File: src/rtl/baro_pkg.sv
`timescale 1ns / 1ps

package baro_pkg;

  localparam int unsigned STEP_W = 5;

  localparam logic KIND_TEMP = 1'b0;
  localparam logic KIND_PRES = 1'b1;

  localparam logic [1:0] REG_TEMP_TRIM = 2'd0;
  localparam logic [1:0] REG_PRES_LOW  = 2'd1;
  localparam logic [1:0] REG_PRES_HIGH = 2'd2;

  localparam logic signed [20:0] T_RESET = 21'sd3840;

  localparam logic signed [63:0] RND_TEMP = 64'sd1 <<< 39;
  localparam logic signed [63:0] RND_PRES = 64'sd1 <<< 15;

  localparam logic [STEP_W-1:0] LAST_PRES_STEP = 5'd27;

  // Operand A sources of the shared multiplier.
  typedef enum logic [2:0] {
    A_X   = 3'd0,
    A_T   = 3'd1,
    A_T2  = 3'd2,
    A_T3S = 3'd3,
    A_R2S = 3'd4,
    A_R3  = 3'd5,
    A_U   = 3'd6,
    A_S   = 3'd7
  } a_sel_e;

  // Operand B sources: sample terms and trim coefficients.
  typedef enum logic [3:0] {
    B_X   = 4'd0,
    B_T   = 4'd1,
    B_T2C = 4'd2,
    B_T3C = 4'd3,
    B_C2M = 4'd4,
    B_C3  = 4'd5,
    B_C4  = 4'd6,
    B_C6  = 4'd7,
    B_C7  = 4'd8,
    B_C8  = 4'd9,
    B_C9  = 4'd10,
    B_C10 = 4'd11,
    B_C11 = 4'd12
  } b_sel_e;

  // A wide A operand is multiplied in two passes: low 31 bits, then the rest.
  typedef enum logic [1:0] {
    MUL_NONE = 2'd0,
    MUL_FULL = 2'd1,
    MUL_LO   = 2'd2,
    MUL_HI   = 2'd3
  } mul_e;

  typedef enum logic [3:0] {
    WB_NONE    = 4'd0,
    WB_ACC_SET = 4'd1,
    WB_ACC_ADD = 4'd2,
    WB_S_ADD   = 4'd3,
    WB_T2      = 4'd4,
    WB_T3S     = 4'd5,
    WB_R2S     = 4'd6,
    WB_R3      = 4'd7,
    WB_U       = 4'd8
  } wb_e;

  typedef struct packed {
    a_sel_e      a_sel;
    b_sel_e      b_sel;
    mul_e        mul;
    wb_e         wb;
    logic [4:0]  shl;
    logic [5:0]  shr;
    logic        load;
    logic        fin;
  } cmd_t;

  function automatic cmd_t mk(input a_sel_e a, input b_sel_e b, input mul_e m, input wb_e w,
                              input logic [4:0] shl, input logic [5:0] shr,
                              input logic fin);
    cmd_t c;
    c.a_sel = a;
    c.b_sel = b;
    c.mul   = m;
    c.wb    = w;
    c.shl   = shl;
    c.shr   = shr;
    c.load  = 1'b0;
    c.fin   = fin;
    return c;
  endfunction

  // Microprogram. A write-back in a step uses the product formed by the step before.
  function automatic cmd_t prog_cmd(input logic kind, input logic [STEP_W-1:0] step);
    cmd_t c;
    c = mk(A_X, B_X, MUL_NONE, WB_NONE, 5'd0, 6'd0, 1'b1);
    if (kind == KIND_TEMP) begin
      case (step)
        5'd0: c = mk(A_X, B_T2C, MUL_FULL, WB_NONE, 5'd0, 6'd0, 1'b0);
        5'd1: c = mk(A_X, B_X, MUL_FULL, WB_ACC_SET, 5'd18, 6'd0, 1'b0);
        5'd2: c = mk(A_X, B_X, MUL_NONE, WB_U, 5'd0, 6'd0, 1'b0);
        5'd3: c = mk(A_U, B_T3C, MUL_LO, WB_NONE, 5'd0, 6'd0, 1'b0);
        5'd4: c = mk(A_U, B_T3C, MUL_HI, WB_NONE, 5'd0, 6'd0, 1'b0);
        5'd5: c = mk(A_X, B_X, MUL_NONE, WB_ACC_ADD, 5'd0, 6'd0, 1'b0);
        default: c = mk(A_X, B_X, MUL_NONE, WB_NONE, 5'd0, 6'd0, 1'b1);
      endcase
    end else begin
      case (step)
        5'd0:  c = mk(A_T, B_T, MUL_FULL, WB_NONE, 5'd0, 6'd0, 1'b0);
        5'd1:  c = mk(A_X, B_X, MUL_FULL, WB_T2, 5'd0, 6'd0, 1'b0);
        5'd2:  c = mk(A_T2, B_T, MUL_LO, WB_R2S, 5'd0, 6'd16, 1'b0);
        5'd3:  c = mk(A_T2, B_T, MUL_HI, WB_NONE, 5'd0, 6'd0, 1'b0);
        5'd4:  c = mk(A_R2S, B_X, MUL_LO, WB_T3S, 5'd0, 6'd8, 1'b0);
        5'd5:  c = mk(A_R2S, B_X, MUL_HI, WB_NONE, 5'd0, 6'd0, 1'b0);
        5'd6:  c = mk(A_T, B_C6, MUL_FULL, WB_R3, 5'd0, 6'd0, 1'b0);
        5'd7:  c = mk(A_T, B_C2M, MUL_FULL, WB_ACC_ADD, 5'd2, 6'd0, 1'b0);
        5'd8:  c = mk(A_T2, B_C7, MUL_LO, WB_S_ADD, 5'd0, 6'd7, 1'b0);
        5'd9:  c = mk(A_T2, B_C7, MUL_HI, WB_NONE, 5'd0, 6'd0, 1'b0);
        5'd10: c = mk(A_T3S, B_C8, MUL_LO, WB_ACC_ADD, 5'd0, 6'd8, 1'b0);
        5'd11: c = mk(A_T3S, B_C8, MUL_HI, WB_NONE, 5'd0, 6'd0, 1'b0);
        5'd12: c = mk(A_T2, B_C3, MUL_LO, WB_ACC_ADD, 5'd0, 6'd15, 1'b0);
        5'd13: c = mk(A_T2, B_C3, MUL_HI, WB_NONE, 5'd0, 6'd0, 1'b0);
        5'd14: c = mk(A_T3S, B_C4, MUL_LO, WB_S_ADD, 5'd0, 6'd18, 1'b0);
        5'd15: c = mk(A_T3S, B_C4, MUL_HI, WB_NONE, 5'd0, 6'd0, 1'b0);
        5'd16: c = mk(A_R2S, B_C9, MUL_LO, WB_S_ADD, 5'd0, 6'd23, 1'b0);
        5'd17: c = mk(A_R2S, B_C9, MUL_HI, WB_NONE, 5'd0, 6'd0, 1'b0);
        5'd18: c = mk(A_R2S, B_C10, MUL_LO, WB_ACC_ADD, 5'd0, 6'd16, 1'b0);
        5'd19: c = mk(A_R2S, B_C10, MUL_HI, WB_NONE, 5'd0, 6'd0, 1'b0);
        5'd20: c = mk(A_S, B_X, MUL_LO, WB_U, 5'd0, 6'd0, 1'b0);
        5'd21: c = mk(A_S, B_X, MUL_HI, WB_NONE, 5'd0, 6'd0, 1'b0);
        5'd22: c = mk(A_U, B_T, MUL_LO, WB_ACC_ADD, 5'd0, 6'd14, 1'b0);
        5'd23: c = mk(A_U, B_T, MUL_HI, WB_NONE, 5'd0, 6'd0, 1'b0);
        5'd24: c = mk(A_R3, B_C11, MUL_LO, WB_ACC_ADD, 5'd0, 6'd24, 1'b0);
        5'd25: c = mk(A_R3, B_C11, MUL_HI, WB_NONE, 5'd0, 6'd0, 1'b0);
        5'd26: c = mk(A_X, B_X, MUL_NONE, WB_ACC_ADD, 5'd0, 6'd33, 1'b0);
        default: c = mk(A_X, B_X, MUL_NONE, WB_NONE, 5'd0, 6'd0, 1'b1);
      endcase
    end
    return c;
  endfunction

endpackage

File: src/rtl/baro_dp.sv
`timescale 1ns / 1ps

module baro_dp (
  input  logic              clk_i,
  input  logic              rst_ni,
  input  baro_pkg::cmd_t    cmd_i,
  input  logic              req_type_i,
  input  logic [23:0]       raw_sample_i,
  input  logic [39:0]       temp_trim_i,
  input  logic [63:0]       pres_low_i,
  input  logic [63:0]       pres_high_i,
  output logic              kind_o,
  output logic              result_kind_o,
  output logic signed [31:0] value_o,
  output logic              saturated_o
);

  logic kind_q;
  logic signed [24:0] x_q;
  logic signed [20:0] t_q;
  logic signed [39:0] t2_q;
  logic signed [47:0] t3s_q;
  logic signed [32:0] r2s_q;
  logic signed [56:0] r3_q;
  logic signed [49:0] u_q;
  logic signed [39:0] s_q;
  logic signed [63:0] acc_q;
  logic signed [63:0] prod_q, prod_d;

  logic [15:0] c_t1, c_t2, c5, c6;
  logic signed [7:0] c_t3, c3, c4, c7, c8, c10, c11;
  logic signed [15:0] c1, c2, c9;
  logic signed [17:0] c1m, c2m;

  assign c_t1 = temp_trim_i[15:0];
  assign c_t2 = temp_trim_i[31:16];
  assign c_t3 = temp_trim_i[39:32];
  assign c1   = pres_low_i[15:0];
  assign c2   = pres_low_i[31:16];
  assign c3   = pres_low_i[39:32];
  assign c4   = pres_low_i[47:40];
  assign c5   = pres_low_i[63:48];
  assign c6   = pres_high_i[15:0];
  assign c7   = pres_high_i[23:16];
  assign c8   = pres_high_i[31:24];
  assign c9   = pres_high_i[47:32];
  assign c10  = pres_high_i[55:48];
  assign c11  = pres_high_i[63:56];
  assign c1m  = {{2{c1[15]}}, c1} - 18'sd16384;
  assign c2m  = {{2{c2[15]}}, c2} - 18'sd16384;

  logic signed [63:0] a64;
  logic signed [25:0] b26;
  logic signed [31:0] a32;
  logic signed [57:0] m;
  logic signed [63:0] m64;

  always_comb begin
    case (cmd_i.a_sel)
      baro_pkg::A_X:   a64 = {{39{x_q[24]}}, x_q};
      baro_pkg::A_T:   a64 = {{43{t_q[20]}}, t_q};
      baro_pkg::A_T2:  a64 = {{24{t2_q[39]}}, t2_q};
      baro_pkg::A_T3S: a64 = {{16{t3s_q[47]}}, t3s_q};
      baro_pkg::A_R2S: a64 = {{31{r2s_q[32]}}, r2s_q};
      baro_pkg::A_R3:  a64 = {{7{r3_q[56]}}, r3_q};
      baro_pkg::A_U:   a64 = {{14{u_q[49]}}, u_q};
      baro_pkg::A_S:   a64 = {{24{s_q[39]}}, s_q};
      default:         a64 = '0;
    endcase
  end

  always_comb begin
    case (cmd_i.b_sel)
      baro_pkg::B_X:   b26 = {x_q[24], x_q};
      baro_pkg::B_T:   b26 = {{5{t_q[20]}}, t_q};
      baro_pkg::B_T2C: b26 = {10'b0, c_t2};
      baro_pkg::B_T3C: b26 = {{18{c_t3[7]}}, c_t3};
      baro_pkg::B_C2M: b26 = {{8{c2m[17]}}, c2m};
      baro_pkg::B_C3:  b26 = {{18{c3[7]}}, c3};
      baro_pkg::B_C4:  b26 = {{18{c4[7]}}, c4};
      baro_pkg::B_C6:  b26 = {10'b0, c6};
      baro_pkg::B_C7:  b26 = {{18{c7[7]}}, c7};
      baro_pkg::B_C8:  b26 = {{18{c8[7]}}, c8};
      baro_pkg::B_C9:  b26 = {{10{c9[15]}}, c9};
      baro_pkg::B_C10: b26 = {{18{c10[7]}}, c10};
      baro_pkg::B_C11: b26 = {{18{c11[7]}}, c11};
      default:         b26 = '0;
    endcase
  end

  // The low pass takes bits 30:0 as an unsigned value, the high pass the signed rest.
  always_comb begin
    case (cmd_i.mul)
      baro_pkg::MUL_LO: a32 = {1'b0, a64[30:0]};
      baro_pkg::MUL_HI: a32 = a64[62:31];
      default:          a32 = a64[31:0];
    endcase
  end

  assign m   = a32 * b26;
  assign m64 = {{6{m[57]}}, m};

  always_comb begin
    case (cmd_i.mul)
      baro_pkg::MUL_FULL: prod_d = m64;
      baro_pkg::MUL_LO:   prod_d = m64;
      baro_pkg::MUL_HI:   prod_d = prod_q + (m64 <<< 31);
      default:            prod_d = prod_q;
    endcase
  end

  logic signed [63:0] sh;
  assign sh = (prod_q <<< cmd_i.shl) >>> cmd_i.shr;

  // Final rounding and clamp to the 32-bit result range.
  logic signed [63:0] rnd;
  logic               fits;
  logic signed [31:0] res;
  assign rnd  = (kind_q == baro_pkg::KIND_PRES) ? ((acc_q + baro_pkg::RND_PRES) >>> 16)
                                                : ((acc_q + baro_pkg::RND_TEMP) >>> 40);
  assign fits = (&rnd[63:31]) | ~(|rnd[63:31]);
  always_comb begin
    if (fits) begin
      res = rnd[31:0];
    end else if (rnd[63]) begin
      res = 32'sh8000_0000;
    end else begin
      res = 32'sh7fff_ffff;
    end
  end

  always_ff @(posedge clk_i or negedge rst_ni) begin
    if (!rst_ni) begin
      t_q <= baro_pkg::T_RESET;
    end else if (cmd_i.fin && kind_q == baro_pkg::KIND_TEMP) begin
      t_q <= res[20:0];
    end
  end

  always_ff @(posedge clk_i) begin
    prod_q <= prod_d;
    if (cmd_i.load) begin
      kind_q <= req_type_i;
      x_q    <= req_type_i ? {1'b0, raw_sample_i} : ({1'b0, raw_sample_i} - {1'b0, c_t1, 8'b0});
      acc_q  <= {29'b0, c5, 19'b0};
      s_q    <= {{22{c1m[17]}}, c1m} <<< 10;
    end else begin
      case (cmd_i.wb)
        baro_pkg::WB_ACC_SET: acc_q <= sh;
        baro_pkg::WB_ACC_ADD: acc_q <= acc_q + sh;
        baro_pkg::WB_S_ADD:   s_q   <= s_q + sh[39:0];
        baro_pkg::WB_T2:      t2_q  <= sh[39:0];
        baro_pkg::WB_T3S:     t3s_q <= sh[47:0];
        baro_pkg::WB_R2S:     r2s_q <= sh[32:0];
        baro_pkg::WB_R3:      r3_q  <= sh[56:0];
        baro_pkg::WB_U:       u_q   <= sh[49:0];
        default: ;
      endcase
    end
    if (cmd_i.fin) begin
      result_kind_o <= kind_q;
      value_o       <= res;
      saturated_o   <= ~fits;
    end
  end

  assign kind_o = kind_q;

endmodule

File: src/rtl/baro_ctrl.sv
`timescale 1ns / 1ps

module baro_ctrl (
  input  logic           clk_i,
  input  logic           rst_ni,
  input  logic           in_valid_i,
  output logic           in_stall_o,
  output logic           out_valid_o,
  input  logic           out_stall_i,
  input  logic           kind_i,
  output baro_pkg::cmd_t cmd_o
);

  typedef enum logic [1:0] {
    S_IDLE = 2'b01,
    S_RUN  = 2'b10
  } state_e;

  state_e state_q, state_d;
  logic [baro_pkg::STEP_W-1:0] step_q, step_d;
  logic out_valid_q, out_valid_d;
  logic accept, slot_free, done;
  baro_pkg::cmd_t pcmd;

  assign in_stall_o = (state_q != S_IDLE);
  assign accept     = in_valid_i && !in_stall_o;
  assign slot_free  = !out_valid_q || !out_stall_i;
  assign pcmd       = baro_pkg::prog_cmd(kind_i, step_q);
  assign done       = (state_q == S_RUN) && pcmd.fin && slot_free;

  always_comb begin
    cmd_o      = pcmd;
    cmd_o.load = 1'b0;
    cmd_o.fin  = done;
    if (state_q != S_RUN) begin
      cmd_o.mul  = baro_pkg::MUL_NONE;
      cmd_o.wb   = baro_pkg::WB_NONE;
      cmd_o.load = accept;
    end
  end

  always_comb begin
    state_d     = state_q;
    step_d      = step_q;
    out_valid_d = out_valid_q && out_stall_i;
    case (state_q)
      S_IDLE: begin
        if (accept) begin
          state_d = S_RUN;
          step_d  = '0;
        end
      end
      S_RUN: begin
        if (done) begin
          state_d     = S_IDLE;
          out_valid_d = 1'b1;
        end else if (!pcmd.fin) begin
          step_d = step_q + 1'b1;
        end
      end
      default: state_d = S_IDLE;
    endcase
  end

  always_ff @(posedge clk_i or negedge rst_ni) begin
    if (!rst_ni) begin
      state_q     <= S_IDLE;
      step_q      <= '0;
      out_valid_q <= 1'b0;
    end else begin
      state_q     <= state_d;
      step_q      <= step_d;
      out_valid_q <= out_valid_d;
    end
  end

  assign out_valid_o = out_valid_q;

  a_accept_starts: assert property (@(posedge clk_i) disable iff (!rst_ni)
    accept |=> (state_q == S_RUN) && (step_q == '0))
    else $error("accepted item did not start the sequence");

  a_step_range: assert property (@(posedge clk_i) disable iff (!rst_ni)
    (state_q == S_RUN) |-> (step_q <= baro_pkg::LAST_PRES_STEP))
    else $error("step counter ran past the program");

  a_result_from_run: assert property (@(posedge clk_i) disable iff (!rst_ni)
    $rose(out_valid_q) |-> $past(state_q == S_RUN))
    else $error("result appeared without a finished sequence");

  a_no_overwrite: assert property (@(posedge clk_i) disable iff (!rst_ni)
    done |-> slot_free)
    else $error("result register overwritten while held");

endmodule

File: src/rtl/barometer_compensation.sv
// Barometric temperature and pressure compensation with sensor trim.
// Input channel: in_valid_i / in_stall_o carry req_type_i (0 temperature,
// 1 pressure) and a 24-bit raw reading. Output channel: out_valid_o /
// out_stall_i carry result_kind_o, value_o (1/256 degC or Pa) and
// saturated_o. Trim coefficients are written over the APB port at byte
// addresses 0, 8 and 16; the user must write them only while the block is
// idle, which the block itself does not enforce. One item is worked at a
// time on a shared 32x26-bit multiplier under a microprogram. A result is
// registered when the sequence reaches its final step; the next item is
// accepted only after the result is registered and the block is idle.
// A finished result sits in the output register; if it is still stalled when
// the next item completes, the sequencer holds on its last step.
// A temperature result is kept and used by later pressure items.
// Reset clears the trim registers, empties the output and sets the kept
// temperature to 15 degC.
`timescale 1ns / 1ps

module barometer_compensation (
  input  logic              clk_i,
  input  logic              rst_ni,
  input  logic              in_valid_i,
  output logic              in_stall_o,
  input  logic              req_type_i,
  input  logic [23:0]       raw_sample_i,
  output logic              out_valid_o,
  input  logic              out_stall_i,
  output logic              result_kind_o,
  output logic signed [31:0] value_o,
  output logic              saturated_o,
  input  logic              psel,
  input  logic              penable,
  input  logic              pwrite,
  input  logic [4:0]        paddr,
  input  logic [63:0]       pwdata,
  output logic [63:0]       prdata,
  output logic              pready
);

  logic [39:0] temp_trim_q;
  logic [63:0] pres_low_q;
  logic [63:0] pres_high_q;
  logic        wr_en;
  logic [1:0]  reg_idx;

  assign pready  = 1'b1;
  assign wr_en   = psel && penable && pwrite;
  assign reg_idx = paddr[4:3];

  always_ff @(posedge clk_i or negedge rst_ni) begin
    if (!rst_ni) begin
      temp_trim_q <= '0;
      pres_low_q  <= '0;
      pres_high_q <= '0;
    end else if (wr_en) begin
      case (reg_idx)
        baro_pkg::REG_TEMP_TRIM: temp_trim_q <= pwdata[39:0];
        baro_pkg::REG_PRES_LOW:  pres_low_q  <= pwdata;
        baro_pkg::REG_PRES_HIGH: pres_high_q <= pwdata;
        default: ;
      endcase
    end
  end

  always_comb begin
    case (reg_idx)
      baro_pkg::REG_TEMP_TRIM: prdata = {24'b0, temp_trim_q};
      baro_pkg::REG_PRES_LOW:  prdata = pres_low_q;
      baro_pkg::REG_PRES_HIGH: prdata = pres_high_q;
      default:                 prdata = '0;
    endcase
  end

  baro_pkg::cmd_t cmd;
  logic           kind;

  baro_ctrl u_ctrl (
    .clk_i       (clk_i),
    .rst_ni      (rst_ni),
    .in_valid_i  (in_valid_i),
    .in_stall_o  (in_stall_o),
    .out_valid_o (out_valid_o),
    .out_stall_i (out_stall_i),
    .kind_i      (kind),
    .cmd_o       (cmd)
  );

  baro_dp u_dp (
    .clk_i         (clk_i),
    .rst_ni        (rst_ni),
    .cmd_i         (cmd),
    .req_type_i    (req_type_i),
    .raw_sample_i  (raw_sample_i),
    .temp_trim_i   (temp_trim_q),
    .pres_low_i    (pres_low_q),
    .pres_high_i   (pres_high_q),
    .kind_o        (kind),
    .result_kind_o (result_kind_o),
    .value_o       (value_o),
    .saturated_o   (saturated_o)
  );

endmodule
File: config.mk
export PLATFORM = sky130hd
export DESIGN_NAME = barometer_compensation
export DESIGN_NICKNAME = d
export VERILOG_FILES = /design/src/rtl/baro_pkg.sv /design/src/rtl/baro_dp.sv /design/src/rtl/baro_ctrl.sv /design/src/rtl/barometer_compensation.sv
export SDC_FILE = /design/constraint.sdc
export NUM_CORES = 2
export LEC_CHECK = 0
export BUFFER_PORTS_ARGS = -buffer_cell sky130_fd_sc_hd__buf_2
export CORE_MARGIN = 4
export CORE_UTILIZATION = 25
export DETAILED_ROUTE_END_ITERATION = 10
export GPL_TIMING_DRIVEN = 0
export SLEW_MARGIN = 20
export SYNTH_ARGS = -nofsm -noshare
export SYNTH_HDL_FRONTEND = slang
export SYNTH_SLANG_ARGS = --single-unit
File: constraint.sdc
create_clock -name clk_i -period 12.6 [get_ports clk_i]
set_clock_uncertainty 0.05 [all_clocks]
set_input_delay 1.26 -clock clk_i [delete_from_list [all_inputs] [get_ports clk_i]]
set_output_delay 1.26 -clock clk_i [all_outputs]
set_load 0.02 [all_outputs]
* Word-level counts from Yosys, hierarchy flattened *
Memories as Yosys holds them, arrays and structs flattened.
Cells that the tools add are included.

word-level totals
  flip-flop bits (word level) = 653
  latch bits = 0
  memory bits (writable) = 0
  bits in read-only memories = 672
  input bits = 101
  output and inout port bits = 101
  logic and storage cells = 145
  memories = 1

memory list
  memory           words  width  read ports  clocked after memory_dff  write ports  RTL line         source
  (no name shown)  32     21     1           0                         0            baro_pkg.sv:111  case (step)

cells by class
  add/subtract/negate cells = 9
  multipliers = 1
  divide/modulo/power cells = 0
  order comparisons = 0
  eq/ne operators = 45
  shifts and indexed selects = 2
  multiplexer cells = 26
  bitwise gates (word level) = 5
  reduce and logical (&&, ||, !) cells = 33

operators with widths
  kind                                                  number
  one-hot mux 63 bit (8 select lines)                   1
  one-hot mux 26 bit (13 select lines)                  1
  one-hot mux 64 bit (2 select lines)                   2
  one-hot mux 64 bit (3 select lines)                   1
  one-hot mux 26 bit (6 select lines)                   1
  adder 64 bit                                          2
  two-way mux 40 bit                                    2
  adder 64 x 17 -> 64 bit (second input constant)       1
  adder 64 x 41 -> 64 bit (second input constant)       1
  two-way mux 32 bit                                    2
  two-way mux 64 bit                                    1
  one-hot mux 32 bit (2 select lines)                   1
  <<< shifter 64 x 5 -> 64 bit                          1
  >>> shifter 64 x 6 -> 64 bit                          1
  multiplier 32 x 26 -> 58 bit                          1
  adder 40 bit                                          1
  two-way mux 35 bit                                    1
  subtractor 16 x 16 -> 17 bit (second input constant)  2
  AND reduction 33 bit                                  1
  OR reduction 33 bit                                   1
  == test 4 x 3 -> 1 bit (second input constant)        8
  two-way mux 26 bit                                    1
  subtractor 24 x 24 -> 25 bit                          1
  == test 4 bit (second input constant)                 6
  other kinds (34)                                      80

* Depth between registers and ports, before layout *
  word-level depth = 9
  depth in mapped cells = 52
  depth with buffers taken out = 47

* Hierarchy *
Synthesis repeated with hierarchy kept, for this count alone.

second synthesis, totals
  cell total of the unflattened synthesis = 8009
  area, all modules = 76188.1 um^2

modules (own cells, without submodules)
  module                  times used  cells an instance  area an instance (um^2)  sequential area each (um^2)
  baro_dp                 1           7300               67323.3                  13643.1
  barometer_compensation  1           525                7541.0                   4204.0
  baro_ctrl               1           184                1323.8                   201.4

* Worst setup path after synthesis *
OpenSTA, ideal clock, no wires.

  path kind = flip-flop to flip-flop
  from = register u_ctrl.step_q[0] in the netlist's numbering
  to = register u_dp.prod_q[63] (data pin)
  library setup time = 277 ps
  arrival time = 10734 ps
  data required time = 12273 ps
  setup slack = 1539 ps
  cell stages (with the launch flop) = 51
  buffers on the path = 6
  period minus slack after synthesis = 11061 ps
  path through = dfrtp_1 clkbuf_1 inv_1 ha_1 clkbuf_1 nand2_1 o21ai_0 a21o_1 buf_2 clkbuf_1 and3_1 ha_1 clkinv_1 nor2_1 clkbuf_1 o32a_1 clkbuf_1 nor2_1 [15 not listed] o21ai_0 a21o_1 a21o_1 a31oi_1 xnor2_1 ha_1 a211oi_1 nor2_1 or4_1 o21ai_0 o21ai_0 nand2_1 a211oi_1 a2111oi_0 or3_1 o21ai_0 xnor2_1 o21ai_0

between the ends
  longest elaborated chain between the ends = 9
  elaborated cells between the ends (all ways) = 41
  those cells by class = 1 x add/sub; 1 x mul; 27 x eq/ne; 7 x mux; 4 x reduce/logical; 1 x memory

RTL lines
  item                                                                          RTL line                                      source
  from (decl)                                                                   baro_ctrl.sv:20                               logic [baro_pkg::STEP_W-1:0] step_q, step_d;
  from (signal assigned)                                                        baro_ctrl.sv:72                               step_q <= step_d;
  parallel branches: the longest is 2 deep, another holds memory (32 x 21 bit)  n/a
  two-way mux 26 bit (*)                                                        baro_pkg.sv:100                               if (kind == KIND_TEMP) begin
  == test 3 bit, or another cell as far along                                   baro_dp.sv:59                                 case (cmd_i.a_sel)
  one-hot mux 63 bit (8 select lines) / == test 2 bit (equally long branches)   baro_dp.sv:59, baro_dp.sv:93, baro_dp.sv:104
  one-hot mux 32 bit (2 select lines)                                           baro_dp.sv:93                                 case (cmd_i.mul)
  multiplier 32 x 26 -> 58 bit                                                  baro_dp.sv:100                                assign m = a32 * b26;
  adder 64 bit                                                                  baro_dp.sv:107                                baro_pkg::MUL_HI: prod_d = prod_q + (m64 <<< 31);
  one-hot mux 64 bit (2 select lines) (*)                                       baro_dp.sv:104                                case (cmd_i.mul)
  named net u_dp.prod_d[63]                                                     baro_dp.sv:28                                 logic signed [63:0] prod_q, prod_d;
  to (signal assigned)                                                          baro_dp.sv:141                                prod_q <= prod_d;
  to (decl)                                                                     baro_dp.sv:28

Mark *: on every way through the listed nets, which the timed path passes.
A chain may end at the register's enable or synchronous reset.

* Worst setup path after layout *
  from = register u_ctrl.step_q[0] in the netlist's numbering
  to = register u_dp.prod_q[56] (data pin)

The elaborated chain is that of the path after synthesis.

==> impl_metrics.tcl <==
set metrics [dict create \
    slowest_delay_ns 0.63 \
    syn-num-nets 9073 \
    crit_start "u_ctrl.step_q[0]$_DFFE_PN0P_" \
    synth_edf_count 398 \
    cts_sinks 653 \
    chipWidth_um 544 \
    async_flop_share 0.302 \
    cpMostUsedCell "fa_1" \
    ys_types 110 \
    ys.flop_type "edfxtp_1" \
    hold_viol 0 \
    synth_mux_area_frac 0.0647 \
    hold_ws_ns 0.428 \
    root_buffer "clkbuf_16" \
    setup_viol 0 \
    grt_usage 0.203 \
    critPathTopFamily "compound AO/OA/AOI/OAI gates" \
    synth-simple-area-share 0.136 \
    synth_seq_cells 653 \
    min_from "u_dp.acc_q[3]$_SDFFE_PP0P_" \
    postSynthAreaPerCell_um2 9.23 \
    final_cell_mix "nand2_1 (1,043), inv_1 (984), fa_1 (855), nor2_1 (578)" \
    tns_ns 0 \
    placementRows 196 \
    drt-total-wl_mm 309 \
    critPathKind "register to register" \
    clk_pin_slew_ns 0.07 \
    hold_class "register to register" \
    cp-end-kind "register" \
    die_area_um2 296000 \
    fmax_ghz 0.0806 \
    yosys.area_share.adder 0.296 \
    yosysSeqAreaShare 0.251 \
    core_region_area_um2 286000 \
    antenna_found_initial 33 \
    crit_slowest_cell "fa_2" \
    cts_tree "done" \
    first_pass_iters 8 \
    synth_area_um2 71900 \
    max_cap_viol_count 0 \
    slew_headroom 0.142 \
    yosysWarnings 0 \
    cts_buffer_depth 3 \
    h-tree-depth 3 \
    cp.arrival_ns 12.78 \
    worstSetupStartpointType "register" \
    required_ns 12.97 \
    synth_top_family_by_area "adder cells" \
    hpwlAfterDp_mm 253 \
    rr_startpoint "u_ctrl.step_q[0]$_DFFE_PN0P_" \
    worst_pin_slew_ns 1.29 \
    yosys.area_share.xor_xnor 0.0320 \
    post_drt_via_cell_ratio 5.26 \
    grt_pass1_wl_mm 439 \
    grt_max_degree 87 \
    drive_gt1_frac 0.131 \
    holdBufCountCts 0 \
    port-buffer-count 196 \
    first_global_vias 60680 \
    pin_count 202 \
    drt_iter0_markers 7649 \
    initial_core_util 0.252 \
    rsz0062_at_grt "yes" \
    area_growth_pct 14.6 \
    synth_compound_area_frac 0.143 \
    cp_max_fo 10 \
    grt.overflow.total 0 \
    ant_nets 0 \
    drv_slew 0 \
    gp_congestion 1.00 \
    post-route-min-period_ns 12.41 \
    via_count 62994 \
    final_nets 9429 \
    numCtsBuffers 70 \
    layout_commonest_cell "nand2_1" \
    period_share 0.985 \
    drc 0 \
    syn_inst 7784 \
    clk_latency_ns 0.69 \
    fillerInstances 30359 \
    status "complete, no violations" \
    wire_per_inst_um 25.8 \
    critical_path_buf_inv_count 10 \
    die_h_um 544 \
]
## worst register-to-register path, delay by kind of cell, from the launching register on
kind / cells / cell delay, ns
buffers and inverters: 10 / 1.51
xor gates and xnor gates: 1 / 0.57
AOI/OAI and AO/OA: 16 / 4.35
DFF: 1 / 0.43
and+or+nand+nor: 6 / 1.05
adders and majority gates: 9 / 4.15
## cell usage after synthesis (20+ instances only)
cell type | instances | share of area
a2111oi_0 | 21 | 0.0026
ha_1 | 330 | 0.057
nand2b_1 | 50 | 0.0044
and3_1 | 58 | 0.0050
o21bai_1 | 36 | 0.0038
a21oi_1 | 380 | 0.026
clkbuf_1 | 306 | 0.016
o21ai_1 | 20 | 0.0014
mux2_2 | 203 | 0.032
o211ai_1 | 33 | 0.0034
inv_1 | 991 | 0.052
nand4_1 | 37 | 0.0032
a211oi_1 | 56 | 0.0058
a221oi_1 | 31 | 0.0038
a22oi_1 | 104 | 0.011
and2_1 | 109 | 0.0095
xor2_1 | 112 | 0.014
nor3_1 | 69 | 0.0048
a221o_1 | 23 | 0.0032
a22o_1 | 40 | 0.0049
nand2_1 | 1046 | 0.055
nor2_1 | 594 | 0.031
dfrtp_1 | 192 | 0.067
or3_1 | 23 | 0.0020
nor2b_1 | 46 | 0.0040
o21a_1 | 55 | 0.0057
edfxtp_1 | 398 | 0.17
buf_2 | 82 | 0.0057
xnor2_1 | 151 | 0.018
dfxtp_1 | 58 | 0.016
fa_1 | 858 | 0.24
o21ai_0 | 414 | 0.029
nand3_1 | 121 | 0.0084
a21o_1 | 109 | 0.011
mux2i_1 | 226 | 0.031
buf_1 | 40 | 0.0021
a31oi_1 | 35 | 0.0030
## metal layers
| layer | wire length (um) | track usage | up-vias |
|---|---|---|---|
| met5 | 323 | 0 | - |
| met4 | 21700 | 0.117 | 24 |
| met3 | 34200 | 0.0553 | 807 |
| met2 | 130000 | 0.300 | 3655 |
| met1 | 122000 | 0.265 | 31648 |
| li1 | - | - | 26860 |
## what timing repair did
action | CTS | global route
pin swaps | 6 | 32
buffers inserted | 17 | 33
endpoints found under the setup margin | 50 | 20
hold endpoints to repair | 0 | 0
resized for setup | 217 | 217
## cells by family (layout without fill, tap and decap cells)
kind of cell	count (synthesis)	in the layout
XOR/XNOR	263	263
multiplexers	434	434
buffers and inverters	1438	1851
adder cells (fa/ha/maj)	1188	1188
other	1	18
flip-flops	653	653
AO/OA/AOI/OAI	1576	1576
AND/OR/NAND/NOR	2231	2231
## stage by stage
step | instance area, um^2 | util | worst slack [ns] | cells
after floorplan | 71900 | - | 1.54 | 7784
after global placement | 77600 | 0.272 | -3.82 | 11742
after detailed placement | 78400 | 0.275 | -3.73 | 11793
after CTS | 81600 | 0.286 | 0.00177 | 11931
after global routing | 82400 | 0.288 | -0.0659 | 11962
final | 82400 | 0.288 | 0.195 | 11976
## worst paths after layout
| check | end | slack (ns) | depth (start not counted) |
|---|---|---|---|
| worst min register to register | u_dp.acc_q[3]$_SDFFE_PP0P_ | 0.43 | 2 |
| min in group asynchronous | pres_low_q[55]$_DFFE_PN0P_ | 0.45 | 1 |
| worst min-delay path | u_dp.acc_q[3]$_SDFFE_PP0P_ | 0.43 | 2 |
| worst max-delay path | u_dp.prod_q[56]$_DFFE_PP_ | 0.19 | 42 |
| max in group asynchronous | pres_high_q[19]$_DFFE_PN0P_ | 10.90 | 3 |
| worst max register to register | u_dp.prod_q[56]$_DFFE_PP_ | 0.19 | 42 |
## sequential cells by signal (all words and copies together), names as in the netlist
| name | count |
|---|---|
| u_dp.t_q | 21 |
| temp_trim_q | 40 |
| u_dp.value_o | 32 |
| u_ctrl.out_valid_o | 1 |
| u_dp.s_q | 40 |
| u_dp.t2_q | 40 |
| u_dp.r2s_q | 33 |
| u_dp.x_q | 25 |
| pres_low_q | 64 |
| u_dp.saturated_o | 1 |
| u_ctrl.step_q | 5 |
| u_dp.prod_q | 64 |
| u_dp.result_kind_o | 1 |
| u_ctrl.state_q | 2 |
| u_dp.t3s_q | 48 |
| pres_high_q | 64 |
| u_dp.kind_o | 1 |
| u_dp.r3_q | 57 |
| u_dp.u_q | 50 |
| u_dp.acc_q | 64 |
## cell type report
class | count | area [um^2] | share of cell area
antenna | 17 | 42.5 | 0.000516
buffer | 430 | 2050 | 0.0249
clock buffer | 86 | 1910 | 0.0231
clock inverter | 43 | 354 | 0.00430
inverter | 995 | 3740 | 0.0455
multi-input combinational | 5693 | 49500 | 0.601
sequential | 653 | 18000 | 0.219
tap | 3762 | 4710 | 0.0571
timing repair buffer | 297 | 2030 | 0.0246
Power is not shown: default switching activity piles up to over one toggle a cycle in this logic, so the estimate is an artifact.
